==> src/hw/rtl/mbcm_pkg.sv <==
// shared types and constants of the memory block change monitor
`timescale 1ns / 1ps
`default_nettype none
package mbcm_pkg;

    localparam int SUM_W   = 32;
    localparam int CLEAN_W = 8;
    localparam int DIRTY_W = 5;
    localparam int BLK_W   = 7;
    localparam int PASS_W  = 8;
    localparam int CFG_IDX_W  = 3;
    localparam int CFG_DATA_W = 8;

    localparam logic [CLEAN_W-1:0] CLEAN_MAX = 8'd250;
    localparam logic [DIRTY_W-1:0] DIRTY_MAX = 5'd31;
    localparam logic [PASS_W-1:0]  PASS_MAX  = 8'd255;

    // configuration register indexes
    localparam logic [CFG_IDX_W-1:0] CFG_REPORT_THRESHOLD = 3'd0;
    localparam logic [CFG_IDX_W-1:0] CFG_SKIP_LIMIT       = 3'd1;
    localparam logic [CFG_IDX_W-1:0] CFG_FREQUENT_BELOW   = 3'd2;
    localparam logic [CFG_IDX_W-1:0] CFG_WARMUP_LOW       = 3'd3;
    localparam logic [CFG_IDX_W-1:0] CFG_WARMUP_HIGH      = 3'd4;

    localparam logic [CLEAN_W-1:0] RST_REPORT_THRESHOLD = 8'd10;
    localparam logic [DIRTY_W-1:0] RST_SKIP_LIMIT       = 5'd25;
    localparam logic [CLEAN_W-1:0] RST_FREQUENT_BELOW   = 8'd4;
    localparam logic [PASS_W-1:0]  RST_WARMUP_LOW       = 8'd2;
    localparam logic [PASS_W-1:0]  RST_WARMUP_HIGH      = 8'd30;

    localparam logic OP_INIT  = 1'b0;
    localparam logic OP_CHECK = 1'b1;

    typedef struct packed {
        logic [CLEAN_W-1:0] report_threshold;
        logic [DIRTY_W-1:0] skip_limit;
        logic [CLEAN_W-1:0] frequent_below;
        logic [PASS_W-1:0]  warmup_low;
        logic [PASS_W-1:0]  warmup_high;
    } cfg_t;

    // per-block state held in the memory
    typedef struct packed {
        logic [SUM_W-1:0]   sum;
        logic [CLEAN_W-1:0] clean;
        logic [DIRTY_W-1:0] dirty;
    } entry_t;

    // item after the input register
    typedef struct packed {
        logic              op;
        logic              last;
        logic              in_range;
        logic [BLK_W-1:0]  block;
        logic [SUM_W-1:0]  sum;
        logic [PASS_W-1:0] pass;
    } item_t;

    // result, out_block in the lowest bits
    typedef struct packed {
        logic [CLEAN_W-1:0] prior_clean;
        logic               report;
        logic               changed;
        logic               skipped;
        logic [BLK_W-1:0]   out_block;
    } result_t;

    localparam int RES_W = $bits(result_t);

endpackage
`default_nettype wire

==> src/hw/rtl/mbcm_front.sv <==
// running word sum and pass counter, updated on each input transfer
`timescale 1ns / 1ps
`default_nettype none
module mbcm_front
(
    input  wire logic                        clk,
    input  wire logic                        rst_n,
    input  wire logic                        accept,
    input  wire logic                        op,
    input  wire logic                        first_of_pass,
    input  wire logic                        last_word,
    input  wire logic [mbcm_pkg::SUM_W-1:0]  mem_word,
    output logic      [mbcm_pkg::SUM_W-1:0]  sum_now,
    output logic      [mbcm_pkg::PASS_W-1:0] pass_now,
    output logic      [mbcm_pkg::SUM_W-1:0]  running_sum
);
    import mbcm_pkg::*;

    logic [SUM_W-1:0]  running_sum_reg;
    logic [SUM_W-1:0]  running_sum_next;
    logic [PASS_W-1:0] pass_count_reg;
    logic [PASS_W-1:0] pass_count_next;

    always_comb
    begin
        sum_now = running_sum_reg + mem_word;
        pass_count_next = pass_count_reg;
        if (op == OP_CHECK && first_of_pass && pass_count_reg < PASS_MAX)
        begin
            pass_count_next = pass_count_reg + 8'd1;
        end
        running_sum_next = last_word ? '0 : sum_now;
    end

    assign pass_now    = pass_count_next;
    assign running_sum = running_sum_reg;

    always_ff @(posedge clk or negedge rst_n)
    begin
        if (!rst_n)
        begin
            running_sum_reg <= '0;
            pass_count_reg  <= '0;
        end
        else if (accept)
        begin
            running_sum_reg <= running_sum_next;
            pass_count_reg  <= pass_count_next;
        end
    end

endmodule
`default_nettype wire

==> config.mk <==
export PLATFORM = sky130hd
export DESIGN_NAME = mbcm_front
export DESIGN_NICKNAME = d
export VERILOG_FILES = /design/src/hw/rtl/mbcm_pkg.sv /design/src/hw/rtl/mbcm_front.sv
export SDC_FILE = /design/constraint.sdc
export NUM_CORES = 1
export LEC_CHECK = 0
export ABC_AREA = 1
export BUFFER_PORTS_ARGS = -buffer_cell sky130_fd_sc_hd__clkbuf_2
export CAP_MARGIN = 20
export CORE_MARGIN = 8
export CORE_UTILIZATION = 40
export CTS_BUF_LIST = sky130_fd_sc_hd__clkbuf_8
export CTS_CLUSTER_SIZE = 25
export DETAILED_ROUTE_END_ITERATION = 6
export PLACE_DENSITY_LB_ADDON = 0.08
export SYNTH_ARGS = -nofsm -noshare
export SYNTH_HDL_FRONTEND = slang
export SYNTH_SLANG_ARGS = --single-unit
==> constraint.sdc <==
create_clock -name clk -period 4.79 [get_ports clk]
set_input_delay 0.2395 -clock clk [delete_from_list [all_inputs] [get_ports clk]]
set_output_delay 0.2395 -clock clk [all_outputs]
set_load 0.02 [all_outputs]
==> summary.md <==
| Metric | Value |
|---|---|
| Share of cells above drive strength 1 | `0.206` |
| Power Density | `563 mW/mm²` |
| Largest net degree at the start of global routing | `41` |
| Power share of the combinational group | `0.722` |
| Ports | `110` |
| Post-DR vias/cell | `4.56` |
| R2r startpoint | `running_sum[0]` |
| Max Freq | `370 MHz` |
| Mapped Avg Cell Area | `6.06 µm²` |
| Filler Cell Count | `1162` |
| Vias post-DR | `4312` |
| Status | `finished clean` |
| Initial core utilization | `0.410` |
| Reg2reg end | `running_sum[28]` |
| Final worst slack | `2.08 ns` |
| Rel. slew slack | `0.403` |
| Place WS | `2.42 ns` |
| Crit share post-route | `0.565` |
| Power share of the clock group | `0.090` |
| Pwr Total | `0.00284 W` |
| CTS Buf Count | `5` |
| Final HPWL DP | `10100 µm` |
| GRT Util Overall | `0.175` |
| Clk slew on worst S/H paths | `0.08 ns` |
| Net Sw Frac | `0.567` |
| Commonest non-fill, non-tap cell in the layout | `nand2_1` |
| CTS resizes | `0` |
| Gate Count Post-Synth | `696` |
| Seq/Total Area, Yosys | `0.237` |
| Chip height | `119 µm` |
| Reg2reg path depth | `10` |
| Global-route wire length before repair | `20700 µm` |
| Share of the synthesized area in the top cell type | `0.262` |
| Crit path max fanout | `3` |
| # DRC | `0` |
| Die span in x | `119 µm` |
| P_int | `0.00123 W` |
| Die area | `0.0141 mm²` |
| Initial antenna violation count | `0` |
| Area delta synth->final | `19.6%` |
| N_diodes | `0` |
| Top cells by area, synth | `nand2_1, dfrtp_1, inv_1` |
| Leakage power | `3.15 nW` |
| Worst setup EP type | `primary output` |
| WL per Instance | `12.9 µm` |
| Post-synthesis cell type count | `35` |
| Site Rows | `37` |
| Kind of critical path | `reg -> out` |
| Slew @ Worst Pin | `0.894 ns` |
| Maximum level of the CTS H-tree | `2` |
| Count of state elements after synthesis | `40` |
| Final hold violation count | `0` |
| Final max-slew violation count | `0` |
| GRT overflow | `0` |
| Hold Startpoint | `mem_word[0]` |
| Min-delay worst type | `in -> reg` |
| TritonCTS clock tree | `built` |
| Setup tns final | `0 ns` |
| Critical Path AT | `2.47 ns` |
| Max FFs per register | `32` |
| WL final | `12200 µm` |
| Detail Route Antenna Nets | `0` |
| Reg power frac | `0.188` |
| 1st-iter DRT viols | `157` |
| Leading cell types in the layout, fill and taps excluded | `nand2_1, inv_1, clkbuf_2, nor2_1, nand3_1` |
| Crit path time final | `2.71 ns` |
| Vias in the first global route | `4395` |
| Largest area contributor in the synthesized netlist | `nand2_1` |
| Hold Path End | `running_sum[0]` |
| Startpoint types | `flip-flop` |
| Maxcap violations | `0` |
| Required time at the worst-slack endpoint | `4.55 ns` |
| CTS max path bufs | `2` |
| RSZ-0062 raised after global routing | `no` |
| Core Footprint | `0.0103 mm²` |
| CTS root buf | `clkbuf_8` |
| # setup viols final | `0` |
| GPL Wtd Cong | `0.884` |
| Final nets | `880` |
| Drt pass-1 iters | `4` |
| Clk sinks | `40` |
| Clk_lat worst skew | `0.31 ns` |
| Synthesized area | `0.00422 mm²` |
| Hold path depth | `3` |
| Maximum vdd ir drop | `317 µV` |
| Input/output buffers | `109` |
| Clk_skew | `0.00918 ns` |
| R2r setup slk | `2.72 ns` |
| Total number of yosys warnings | `0` |
| Post-Syn Nets | `767` |
| Sw Pwr | `0.00161 W` |
## power groups by stage
stage               clock network (W)  logic, W  registers (W)
finish                       0.000255   0.00205       0.000535
global route                 0.000278   0.00228       0.000552
CTS                          0.000266   0.00207       0.000536
detailed placement                  0   0.00206       0.000541
global placement                    0   0.00206       0.000535
floorplan                           0   0.00135       0.000637
## worst max path at each step
stage | from | to | slack, ns | depth (start not counted)
4_1_cts | running_sum[0] | sum_now[28] | 2.04 | 10
6_report | running_sum[0] | sum_now[28] | 2.08 | 10
3_3_place_gp | running_sum[0] | sum_now[28] | 2.45 | 10
5_1_grt | running_sum[0] | sum_now[28] | 1.93 | 10
2_1_floorplan | running_sum[0] | sum_now[20] | 2.66 | 10
3_5_place_dp | running_sum[0] | sum_now[28] | 2.42 | 10
## metal layers
layer / vias up / wire, µm / track usage
met3: 7 / 467 / 0.0362
met4: 0 / 125 / 0.0372
met5: - / 0 / 0
li1: 2325 / - / -
met2: 74 / 5770 / 0.307
met1: 1906 / 5800 / 0.217
## Yosys cell counts
| cell type | number |
|---|---|
| a21o_1 | 1 |
| a21oi_1 | 18 |
| a21oi_2 | 2 |
| a22o_1 | 5 |
| a31oi_1 | 1 |
| and2_1 | 16 |
| buf_2 | 2 |
| clkbuf_1 | 4 |
| clkinv_1 | 1 |
| dfrtp_1 | 40 |
| fa_1 | 1 |
| ha_1 | 32 |
| inv_1 | 114 |
| inv_2 | 16 |
| inv_4 | 1 |
| nand2_1 | 294 |
| nand2_2 | 10 |
| nand2_4 | 2 |
| nand3_1 | 41 |
| nand3_2 | 2 |
| nand3b_1 | 3 |
| nand4_1 | 1 |
| nor2_1 | 42 |
| nor2_2 | 2 |
| nor3_1 | 2 |
| nor3_2 | 4 |
| nor3_4 | 1 |
| o21ai_0 | 4 |
| o21ai_1 | 6 |
| o21ai_2 | 3 |
| o21bai_1 | 2 |
| or2_1 | 1 |
| xnor2_1 | 6 |
| xor2_1 | 11 |
| xor2_2 | 5 |
## through the flow
step	hold WS, ns	util	std cells	area (µm²)
CTS	0.154	0.488	944	5010
finish	0.299	0.491	946	5040
global placement	0.489	0.478	936	4910
global route	0.300	0.491	946	5040
floorplan	-0.0561	-	696	4220
detailed placement	0.499	0.478	936	4910
## repair_timing
action                                 CTS  global route
hold buffers                             0             1
setup buffers                            0             0
endpoints found under the hold margin    0            17
## cell families (layout without fill, tap and decap cells)
kind of cell | Yosys count | count (layout) | share of synthesized area
AOI/OAI and AO/OA | 42 | 42 | 0.0608
xor gates and xnor gates | 22 | 22 | 0.0546
adders and majority gates | 33 | 33 | 0.0997
buffers and inverters | 138 | 252 | 0.124
DFF | 40 | 40 | 0.237
and+or+nand+nor | 421 | 421 | 0.423
## critical path, stage by stage (launching register included)
cell and delay [ns]:
dfrtp_1 0.41, ha_1 0.22, fa_1 0.44, nand3_1 0.10, nand3_1 0.13, nand3_1 0.10
nand3_1 0.16, nand2_1 0.17, nand3_1 0.10, and2_1 0.18, clkbuf_2 0.15
## area by class of cell
type / instances / area, µm² / area share
multi-input combinational: 518 / 2690 / 0.534
inverter: 132 / 498 / 0.0988
tap: 136 / 170 / 0.0337
sequential: 40 / 1000 / 0.199
clock inverter: 2 / 15.0 / 0.00298
clock buffer: 6 / 82.6 / 0.0164
timing repair buffer: 112 / 583 / 0.116
Power figures use the tool's default switching activity.
