## config.mk

```make
export PLATFORM = sky130hd
export DESIGN_NAME = mbcm_check
export DESIGN_NICKNAME = d
export VERILOG_FILES = /design/src/hw/rtl/mbcm_pkg.sv /design/src/hw/rtl/mbcm_check.sv
export SDC_FILE = /design/constraint.sdc
export NUM_CORES = 1
export LEC_CHECK = 0
export BUFFER_PORTS_ARGS = -buffer_cell sky130_fd_sc_hd__buf_2
export CORE_ASPECT_RATIO = 1.2
export CORE_MARGIN = 2
export CORE_UTILIZATION = 35
export DETAILED_ROUTE_END_ITERATION = 6
export PLACE_DENSITY = 0.92
export REMOVE_ABC_BUFFERS = 1
export SYNTH_ARGS = -nofsm -noshare
export SYNTH_HDL_FRONTEND = slang
export SYNTH_SLANG_ARGS = --single-unit
export TNS_END_PERCENT = 1
```

## constraint.sdc

```tcl
create_clock -name vclk -period 2
set_clock_uncertainty 0.2 [all_clocks]
set_input_delay 0.2 -clock vclk [all_inputs]
set_output_delay 0.2 -clock vclk [all_outputs]
set_load 0.005 [all_outputs]
```

## src/hw/rtl/mbcm_pkg.sv

```systemverilog
// shared types and constants of the memory block change monitor
`timescale 1ns / 1ps
`default_nettype none
package mbcm_pkg;

    localparam int SUM_W   = 32;
    localparam int CLEAN_W = 8;
    localparam int DIRTY_W = 5;
    localparam int BLK_W   = 7;
    localparam int PASS_W  = 8;
    localparam int CFG_IDX_W  = 3;
    localparam int CFG_DATA_W = 8;

    localparam logic [CLEAN_W-1:0] CLEAN_MAX = 8'd250;
    localparam logic [DIRTY_W-1:0] DIRTY_MAX = 5'd31;
    localparam logic [PASS_W-1:0]  PASS_MAX  = 8'd255;

    // configuration register indexes
    localparam logic [CFG_IDX_W-1:0] CFG_REPORT_THRESHOLD = 3'd0;
    localparam logic [CFG_IDX_W-1:0] CFG_SKIP_LIMIT       = 3'd1;
    localparam logic [CFG_IDX_W-1:0] CFG_FREQUENT_BELOW   = 3'd2;
    localparam logic [CFG_IDX_W-1:0] CFG_WARMUP_LOW       = 3'd3;
    localparam logic [CFG_IDX_W-1:0] CFG_WARMUP_HIGH      = 3'd4;

    localparam logic [CLEAN_W-1:0] RST_REPORT_THRESHOLD = 8'd10;
    localparam logic [DIRTY_W-1:0] RST_SKIP_LIMIT       = 5'd25;
    localparam logic [CLEAN_W-1:0] RST_FREQUENT_BELOW   = 8'd4;
    localparam logic [PASS_W-1:0]  RST_WARMUP_LOW       = 8'd2;
    localparam logic [PASS_W-1:0]  RST_WARMUP_HIGH      = 8'd30;

    localparam logic OP_INIT  = 1'b0;
    localparam logic OP_CHECK = 1'b1;

    typedef struct packed {
        logic [CLEAN_W-1:0] report_threshold;
        logic [DIRTY_W-1:0] skip_limit;
        logic [CLEAN_W-1:0] frequent_below;
        logic [PASS_W-1:0]  warmup_low;
        logic [PASS_W-1:0]  warmup_high;
    } cfg_t;

    // per-block state held in the memory
    typedef struct packed {
        logic [SUM_W-1:0]   sum;
        logic [CLEAN_W-1:0] clean;
        logic [DIRTY_W-1:0] dirty;
    } entry_t;

    // item after the input register
    typedef struct packed {
        logic              op;
        logic              last;
        logic              in_range;
        logic [BLK_W-1:0]  block;
        logic [SUM_W-1:0]  sum;
        logic [PASS_W-1:0] pass;
    } item_t;

    // result, out_block in the lowest bits
    typedef struct packed {
        logic [CLEAN_W-1:0] prior_clean;
        logic               report;
        logic               changed;
        logic               skipped;
        logic [BLK_W-1:0]   out_block;
    } result_t;

    localparam int RES_W = $bits(result_t);

endpackage
`default_nettype wire

```

## src/hw/rtl/mbcm_check.sv

```systemverilog
// compare and count update, or initial entry write, for one closed block sum
`timescale 1ns / 1ps
`default_nettype none
module mbcm_check
(
    input  wire mbcm_pkg::item_t   item,
    input  wire mbcm_pkg::entry_t  entry,
    input  wire mbcm_pkg::cfg_t    cfg,
    output logic                   emit,
    output mbcm_pkg::result_t      result,
    output logic                   wr_en,
    output mbcm_pkg::entry_t       wr_data
);
    import mbcm_pkg::*;

    logic               skip;
    logic               changed;
    logic               rep;
    logic               warm;
    logic [DIRTY_W-1:0] dirty_new;
    logic [CLEAN_W-1:0] clean_new;

    always_comb
    begin
        skip    = !item.in_range || entry.dirty >= cfg.skip_limit;
        changed = entry.sum != item.sum;
        rep     = entry.clean >= cfg.report_threshold;
        warm    = item.pass > cfg.warmup_low && item.pass < cfg.warmup_high;

        dirty_new = entry.dirty;
        if (changed && !rep)
        begin
            if (entry.clean < cfg.frequent_below && entry.dirty < DIRTY_MAX)
            begin
                dirty_new = entry.dirty + 5'd1;
            end
            if (warm)
            begin
                dirty_new = cfg.skip_limit;
            end
        end

        if (changed)
        begin
            clean_new = '0;
        end
        else if (entry.clean < CLEAN_MAX)
        begin
            clean_new = entry.clean + 8'd1;
        end
        else
        begin
            clean_new = entry.clean;
        end

        emit = item.last && item.op == OP_CHECK;

        result.out_block   = item.block;
        result.skipped     = skip;
        result.changed     = !skip && changed;
        result.report      = !skip && changed && rep;
        result.prior_clean = skip ? '0 : entry.clean;

        if (item.op == OP_INIT)
        begin
            wr_en         = item.last && item.in_range;
            wr_data.sum   = item.sum;
            wr_data.clean = cfg.report_threshold;
            wr_data.dirty = '0;
        end
        else
        begin
            wr_en         = item.last && !skip;
            wr_data.sum   = item.sum;
            wr_data.clean = clean_new;
            wr_data.dirty = dirty_new;
        end
    end

endmodule
`default_nettype wire

```

==> run summary, run 1 <==
Status - finished with violations
Failing checks - setup timing
Nets - 638
Layout cell share with drive strength beyond 1 - 53.5%
Psw - 346 uW
Yosys warnings - 0
Vias per Instance - 4.90
Min Tclk post-route - 2530 ps
Dominant cell type by area after synthesis - ha_1
Final Cycle Share - 126%
Via count - 2690
WS Path Type - in -> out
Vias in the first global route - 2575
Max FO, Critical Path - 4
Setup violators final - 24
Area contributors post-synth - ha_1, buf_4, xor2_1, inv_1, o21ai_0
FMAX - 396 MHz
Pwr Density - 224 mW/mm^2
DP Wirelength - 6.31 mm
Residual DRC count - 0
Chip width - 75.0 microns
Layout Utilization - 55.6%
Core outline area - 0.00593 sq mm
Synthesized area - 0.00211 sq mm
Hold crit path type - in -> out
Leak Pwr - 0.00193 uW
RSZ-0062 raised after global routing - yes
Clock share of power - 0%
Critical path arrival - 2130 ps
Design Power - 740 uW
Seq/Total Area, Yosys - 0%
Setup crit end kind - primary output
Antenna-violating nets left - 0
# rows - 31
Min-Delay Path Depth - 0
Ports - 197
Share of the synthesized area in the top cell type - 21.9%
CLK BUF - 0
Crit path required time - 1600 ps
Initial antenna violation count - 0
Peak supply drop - 0.102 mV
Hold_buf cts - 0
Max-cap viol count - 0
Area of the multi-input gates - 0.00175 sq mm
Startpoint types - input pin
Hold Crit Start - item[40]
Largest net degree at the start of global routing - 25
Gate Count Post-Synth - 289
Die footprint - 0.00668 sq mm
Worst Setup Slack, final - -526 ps
Max-Slew Margin vs Limit - 70.0%
Number of max-slew violations in the final report - 0
Sequential Area - 0 sq um
Routed wire per std cell - 13.9 microns
Hold-critical path endpoint - result[0]
Area grow syn2layout - 56.2%
Yosys cell types - 42
Filler cells - 541
Pint - 394 uW
Ant. Diodes - 0
Slew @ Worst Pin - 450 ps
Seq pwr share - 0%
Iter 0 DRT Violations - 101
First-pass GRT wire length - 11.2 mm
Port Buf Inserts - 183
Sequential cells - 0
Initial Util - 35.6%
Post-Route WL - 7.61 mm
Logic pwr share - 100.0%
1st-pass router iterations - 4
GRT Total Usage - 21.0%
Gpl congestion - 0.808
Syn_area_per_cell - 7.32 sq um
Final Hold Vio Count - 0
Die height - 89.1 microns
Grt ovf - 0
Sw frac - 46.8%
## Yosys cell counts
master,instances
o2111ai_1,1
nand2b_1,3
or2_0,3
mux2i_1,5
nand2_1,7
o311ai_4,1
inv_1,42
nor2b_1,1
mux2_2,1
a21oi_2,1
buf_4,40
a21o_1,6
and3b_1,1
nand4_1,8
o221a_1,1
o21ai_0,13
nand3_1,9
o211ai_2,1
nor2b_4,1
o32ai_1,4
a211oi_1,4
o311ai_2,1
a21boi_1,1
a211oi_2,2
nor4_1,8
a31oi_1,2
ha_1,37
nor3_1,3
and3_1,3
and2_1,9
buf_2,1
xnor2_1,4
nor2_1,11
clkbuf_1,3
a211o_1,1
xor2_1,33
o31ai_1,2
or2_1,1
nor2_2,1
o211ai_1,5
a21oi_1,7
o211a_1,1
## layout by cell type, fill, tap and decap left out, drive strengths merged, types with 5 or more instances in the layout
cell	n
nor2	12
xor2	33
mux2i	5
a211oi	6
nand4	8
buf	222
a21oi	8
nand2	7
o21ai	13
nand3	9
nor4	8
o211ai	6
inv	42
and2	9
a21o	6
ha	37
## cell type report
class,count,share of cell area (%)
Timing Repair Buffer,222,38.8
Tap cell,82,3.11
Multi-Input combinational cell,203,53.1
Inverter,42,4.93
## power groups by stage
stage | clock, uW | combinational, uW | sequential (uW)
2_1_floorplan | 0 | 279 | 0
3_3_place_gp | 0 | 624 | 0
3_5_place_dp | 0 | 647 | 0
4_1_cts | 0 | 710 | 0
5_1_grt | 0 | 819 | 0
6_report | 0 | 740 | 0
## critical path: stages
cell and delay (ps):
buf_6 90, inv_4 50, ha_4 180, a211o_1 330, a31oi_4 210, o311ai_4 130, buf_6 170, buf_6 110
nor2_4 60, mux2i_1 80, o32ai_1 330, buf_2 180
## kinds of logic after synthesis
kind of cell,count (synthesis),share of synthesized area [%]
compound gates,54,19.4
mux,6,2.90
buf+inv,86,22.4
simple gates,69,18.0
xor+xnor,37,15.3
fa+ha+maj,37,21.9
## how the worst max path moves through the flow
| stage | slack, ps | end | cells past startpoint | startpoint |
|---|---|---|---|---|
| floorplan | -140 | wr_data[0] | 8 | entry[5] |
| CTS | -440 | wr_data[0] | 12 | cfg[18] |
| global route | -550 | wr_data[1] | 11 | cfg[18] |
| finish | -530 | wr_data[0] | 12 | cfg[18] |
| global placement | -530 | wr_data[3] | 9 | entry[7] |
| detailed placement | -570 | wr_data[4] | 9 | entry[7] |
## layer usage
layer	global-route usage, %	up-vias	wire length [microns]
met3	1.47	12	473
met5	0	-	0
met2	40.7	146	4170
met4	4.22	0	106
met1	24.7	1202	2860
li1	-	1330	-
## stage by stage
stage / setup TNS [ps] / hold WS, ps / area, sq um / worst slack [ps] / instances
detailed placement: -6820 / 200 / 3080 / -573 / 542
floorplan: -690 / 200 / 1800 / -144 / 245
CTS: -3530 / 200 / 3250 / -439 / 546
global route: -6240 / 200 / 3300 / -547 / 549
finish: -3500 / 200 / 3300 / -526 / 549
global placement: -6740 / 200 / 3080 / -534 / 542
## timing repair
| action | 4_1_cts | 5_1_grt |
|---|---|---|
| setup endpoints to repair | 25 | 24 |
| pin swaps | 16 | 9 |
| resized for setup | 32 | 13 |
| setup buffers | 4 | 3 |
Power figures use the tool's default switching activity.
==> run 2: changes to the inputs <==
--- a/config.mk
+++ b/config.mk
@@ -5,12 +5,13 @@
 export SDC_FILE = /design/constraint.sdc
 export NUM_CORES = 1
 export LEC_CHECK = 0
+export ABC_AREA = 1
 export BUFFER_PORTS_ARGS = -buffer_cell sky130_fd_sc_hd__buf_2
 export CORE_ASPECT_RATIO = 1.2
 export CORE_MARGIN = 2
-export CORE_UTILIZATION = 35
+export CORE_UTILIZATION = 37
 export DETAILED_ROUTE_END_ITERATION = 6
-export PLACE_DENSITY = 0.92
+export PLACE_DENSITY = 0.93
 export REMOVE_ABC_BUFFERS = 1
 export SYNTH_ARGS = -nofsm -noshare
 export SYNTH_HDL_FRONTEND = slang
==> run 2 against run 1 <==
  * Worst setup slack improved by 480 ps
  * Critical path depth increased by 3
  * Sequential cell count unchanged
  * The run still ends with setup timing left
  * Synthesized cell count increased by 38%
  * Global-route usage increased by 3.8 points
  * Largest power group unchanged
==> run summary, run 2 <==
Critical path arrival - 1650 ps (-480 ps)
Initial antenna violation count - 0 (unchanged)
Family with the most delay on the worst path - simple AND/OR/NAND/NOR gates
Failing checks - setup timing
Status - finished with violations
Critical-path cell list - buf_4 > buf_6 > ha_4 > nand2_2 > inv_2 > nand2_2 > nand2_4 > nand2_4 > nand2_4 > nand2_2 > nand3_2 > nand2_1 > nor2_1 > nor2_1 > buf_2
Slew @ Worst Pin - 284 ps (-166 ps)
Hold_buf cts - 0 (unchanged)
Gpl congestion - 0.912 (+13%)
Seq/Total Area, Yosys - 0% (unchanged)
Number of max-slew violations in the final report - 0 (unchanged)
Vias per Instance - 4.92 (+0.37%)
Pwr Density - 248 mW/mm^2 (+11%)
Gate Count Post-Synth - 398 (+38%)
FMAX - 489 MHz (+23%)
Finished Cell Area - 0.00384 sq mm (+16%)
CLK BUF - 0 (unchanged)
Post-Route WL - 9.41 mm (+24%)
Syn_area_per_cell - 5.94 sq um (-19%)
Final Cycle Share - 102% (-24 points)
Yosys warnings - 0 (unchanged)
Fin cells - 647 (+18%)
Commonest non-fill, non-tap cell in the layout - buf_2
Port Buf Inserts - 183 (unchanged)
GRT Total Usage - 24.8% (+3.8 points)
Dominant cell type by area after synthesis - ha_1
Critical path's largest stage delay - 270 ps (-60 ps)
Routed wire per std cell - 14.5 microns (+4.9%)
Layout Utilization - 63.1% (+7.5 points)
Max FO, Critical Path - 6 (+2)
Startpoint types - input pin
Max-Slew Margin vs Limit - 81.1% (+11 points)
Slowest CP cell - ha_4
Yosys cell types - 32 (-24%)
RSZ-0062 raised after global routing - yes
Core outline area - 0.00609 sq mm (+2.6%)
Antenna-violating nets left - 0 (unchanged)
Setup crit end kind - primary output
Min Tclk post-route - 2050 ps (-480 ps)
Residual DRC count - 0 (unchanged)
Placement Cell Area - 0.00323 sq mm (+4.8%)
Iter 0 DRT Violations - 107 (+5.9%)
Final Hold Vio Count - 0 (unchanged)
Initial Util - 38.8% (+3.2 points)
Die footprint - 0.00705 sq mm (+5.4%)
Area grow syn2layout - 62.7%
Most frequent cells after synthesis - nand2_1, inv_1, buf_4, ha_1, nor2_1
Sequential Area - 0 sq um (unchanged)
Layout cell share with drive strength beyond 1 - 57.0% (+3.5 points)
Worst Path Buf+Inv - 4 (-1)
Share of the synthesized area in the top cell type - 19.6% (-2.3 points)
Peak supply drop - 0.142 mV (+40%)
Pre-CTS setup slack - -135 ps (+438 ps)
Hold crit path type - in -> out
1st-pass router iterations - 4 (unchanged)
Chip width - 77.0 microns (+2.7%)
Grt ovf - 0 (unchanged)
Setup violators final - 5 (-79%)
DP Wirelength - 7.21 mm (+14%)
WS Path Type - in -> out
Synthesized area - 0.00236 sq mm (+12%)
# rows - 31 (unchanged)
Max-cap viol count - 0 (unchanged)
Ant. Diodes - 0 (unchanged)
First-pass GRT wire length - 14.5 mm (+29%)
Die height - 91.6 microns (+2.7%)
Dpl cells - 642 (+18%)
Vias in the first global route - 3259 (+27%)
Sequential cells - 0 (unchanged)
Most common cell in the netlist - nand2_1
Area contributors post-synth - ha_1, nand2_1, buf_4, xnor2_1, inv_1
Nets - 736 (+15%)
Commonest cells after routing, fill and taps aside - buf_2, nand2_1, inv_1
Leak Pwr - 0.00212 uW (+10%)
Worst Setup Slack, final - -46.2 ps (+480 ps)
Ports - 197 (unchanged)
Largest net degree at the start of global routing - 15 (-40%)
Via count - 3182 (+18%)
Filler cells - 508 (-6.1%)
Crit path required time - 1600 ps (about the same)
## run 2: path summary, 6_finish.rpt
kind / from / endpoint / slack (ps) / cells after the start
setup / recovery: entry[8] / wr_data[4] / -50 / 15
hold / removal: item[42] / result[2] / 200 / 0
## run 2: cells by family (layout without fill, tap and decap cells)
group | Yosys count | in the layout | synth area share (%)
compound gates | 37 | 37 | 9.05
xor+xnor | 35 | 35 | 13.0
fa+ha+maj | 37 | 37 | 19.6
buf+inv | 111 | 277 | 24.8
simple gates | 178 | 179 | 33.6
## run 2: routing by layer
metal | global-route usage [%] | wire [microns] | vias up
met5 | 0 | 0 | -
met4 | 6.36 | 305 | 0
met3 | 5.57 | 822 | 39
met2 | 46.1 | 4650 | 191
met1 | 28.2 | 3630 | 1394
li1 | - | - | 1558
## run 2: cell type report
cell class	instances	area [sq um]	area share [%]
multi-input combinational	288	2310	60.1
tap	82	103	2.67
timing repair buffer	209	1170	30.4
inverter	68	265	6.90
## run 2: power by group
| group | total [uW] | switching, uW | leakage (uW) | internal (uW) |
|---|---|---|---|---|
| Sequential | 0 | 0 | 0 | 0 |
| Combinational | 954 | 490 | 0.00212 | 464 |
| Clock | 0 | 0 | 0 | 0 |
| Total | 954 | 490 | 0.00212 | 464 |
## run 2: timing repair
item / in CTS / in global routing
endpoints found under the setup margin: 8 / 23
gates cloned: 1 / 0
gates resized for setup: 53 / 71
setup buffers: 4 / 0
pin swaps: 27 / 31
## run 2: stage by stage
step | hold WS, ps | TNS [ps] | total power (uW)
4_1_cts | 200 | -19.4 | 833
3_5_place_dp | 200 | -599 | 727
6_report | 200 | -111 | 954
5_1_grt | 200 | -706 | 1050
2_1_floorplan | 200 | 0 | 357
3_3_place_gp | 200 | -410 | 702
==> run 3: changes to the inputs <==
--- a/config.mk
+++ b/config.mk
@@ -9,7 +9,7 @@
 export BUFFER_PORTS_ARGS = -buffer_cell sky130_fd_sc_hd__buf_2
 export CORE_ASPECT_RATIO = 1.2
 export CORE_MARGIN = 2
-export CORE_UTILIZATION = 37
+export CORE_UTILIZATION = 39
 export DETAILED_ROUTE_END_ITERATION = 6
 export PLACE_DENSITY = 0.93
 export REMOVE_ABC_BUFFERS = 1
==> constraint.sdc (replaced) <==
create_clock -name vclk -period 2.6
set_clock_uncertainty 0.2 [all_clocks]
set_input_delay 0.26 -clock vclk [all_inputs]
set_output_delay 0.26 -clock vclk [all_outputs]
set_load 0.005 [all_outputs]
==> run 3 against run 2 <==
  * The run now ends clean
  * Final cell count fell by 4.0%
  * Via count down 8.7%
  * Design area decreased by 20%
  * First-iteration DRC count down 41%
  * Routed wire length fell by 20%
==> run summary, run 3 (same netlist as run 2, synthesis figures left out) <==
Status - finished clean
Slowest CP cell - nand2b_1
Final Cycle Share - 90.8%
# rows - 31 (unchanged)
Residual DRC count - 0 (unchanged)
Number of max-slew violations in the final report - 0 (unchanged)
FMAX - 424 MHz
Vias in the first global route - 2750 (-16%)
Max FO, Critical Path - 11 (+5)
Sequential cells - 0 (unchanged)
Nets - 710 (-3.5%)
Grt ovf - 0 (unchanged)
Gpl congestion - 0.928 (+1.7%)
Dpl cells - 621 (-3.3%)
Design Power - 526 uW (-45%)
Peak supply drop - 0.0883 mV (-38%)
Layout cell share with drive strength beyond 1 - 37.5% (-20 points)
Post-route setup TNS - 0 ps (+111 ps)
Largest net degree at the start of global routing - 23 (+8)
CP most frequent cell - buf_2
Initial antenna violation count - 0 (unchanged)
Commonest cells after routing, fill and taps aside - buf_2, nand2_1, inv_1
Critical path's largest stage delay - 410 ps (+140 ps)
CTS resizes - 0 (-100%)
WS Path Type - in -> out
Crit path required time - 2140 ps (+540 ps)
DP Wirelength - 6.85 mm (-5.0%)
Commonest non-fill, non-tap cell in the layout - buf_2
Via count - 2905 (-8.7%)
Pre-CTS setup slack - 227 ps (+362 ps)
RSZ-0062 raised after global routing - no
Initial Util - 39.8% (+1.0 points)
Startpoint types - input pin
Critical path arrival - 1900 ps (+250 ps)
Die height - 89.3 microns (-2.5%)
Worst Setup Slack, final - 240 ps (+286 ps)
Setup crit end kind - primary output
Max-cap viol count - 0 (unchanged)
Die footprint - 0.00670 sq mm (-4.9%)
Ports - 197 (unchanged)
Core outline area - 0.00593 sq mm (-2.5%)
Hold crit path type - in -> out
WL met2 - 3.90 mm (-16%)
Min Tclk post-route - 2360 ps
Iter 0 DRT Violations - 63 (-41%)
Met1 wire length - 2.79 mm (-23%)
1st-pass router iterations - 5 (+1)
Met3 routed WL - 493 microns (-40%)
Leak Pwr - 0.00192 uW (-9.5%)
Sequential Area - 0 sq um (unchanged)
Number of setup buffers added after CTS - 0 (-4)
GRT Total Usage - 21.9% (-3.0 points)
Fin cells - 621 (-4.0%)
Pwr Density - 172 mW/mm^2 (-31%)
Top Layer Used - met4
Area grow syn2layout - 29.4%
Vias per Instance - 4.68 (-4.9%)
Post-Route WL - 7.49 mm (-20%)
Slew @ Worst Pin - 532 ps (+248 ps)
Port Buf Inserts - 183 (unchanged)
Max-Slew Margin vs Limit - 64.6% (-17 points)
Routed wire per std cell - 12.1 microns (-17%)
Chip width - 75.1 microns (-2.5%)
Critical-path cell list - buf_2 > ha_1 > a21oi_1 > o21a_1 > o311ai_1 > nand2b_1 > nor3_1 > buf_2
CLK BUF - 0 (unchanged)
First-pass GRT wire length - 11.6 mm (-20%)
Setup violators final - 0 (-5)
Ant. Diodes - 0 (unchanged)
Antenna-violating nets left - 0 (unchanged)
Final Hold Vio Count - 0 (unchanged)
Hold_buf cts - 0 (unchanged)
-- run 3: worst max-delay path, delay by kind of cell --
family	cells	cell delay, ps
AND/OR/NAND/NOR	2	630
buffers and inverters	2	270
AO/OA/AOI/OAI	3	410
adder cells (fa/ha/maj)	1	330
-- run 3: worst paths after layout --
| path | depth (start not counted) | to | start | slack [ps] |
|---|---|---|---|---|
| worst max-delay path | 8 | result[9] | entry[4] | 240 |
| worst min-delay path | 0 | result[1] | item[41] | 320 |
-- run 3: area by class of cell --
class	count	area, sq um
timing repair buffer	184	923
inverter	68	255
fill	592	2880
multi-input combinational	287	1780
tap	82	103
-- run 3: metrics by stage --
stage | utilization [%] | hold WS [ps] | cell area, sq um
floorplan | - | 320 | 2030
global placement | 51.5 | 320 | 3060
detailed placement | 51.5 | 320 | 3060
CTS | 51.5 | 320 | 3060
global route | 51.5 | 320 | 3060
finish | 51.5 | 320 | 3060
-- run 3: power by group --
| group | total [uW] | internal, uW | switching [uW] |
|---|---|---|---|
| Sequential | 0 | 0 | 0 |
| Clock | 0 | 0 | 0 |
| Combinational | 526 | 247 | 279 |
| Total | 526 | 247 | 279 |
-- run 3: metal layers --
layer	vias up	global-route usage (%)
li1	1496	-
met1	1248	22.4
met2	145	44.3
met3	16	1.92
met4	0	8.12
met5	-	0
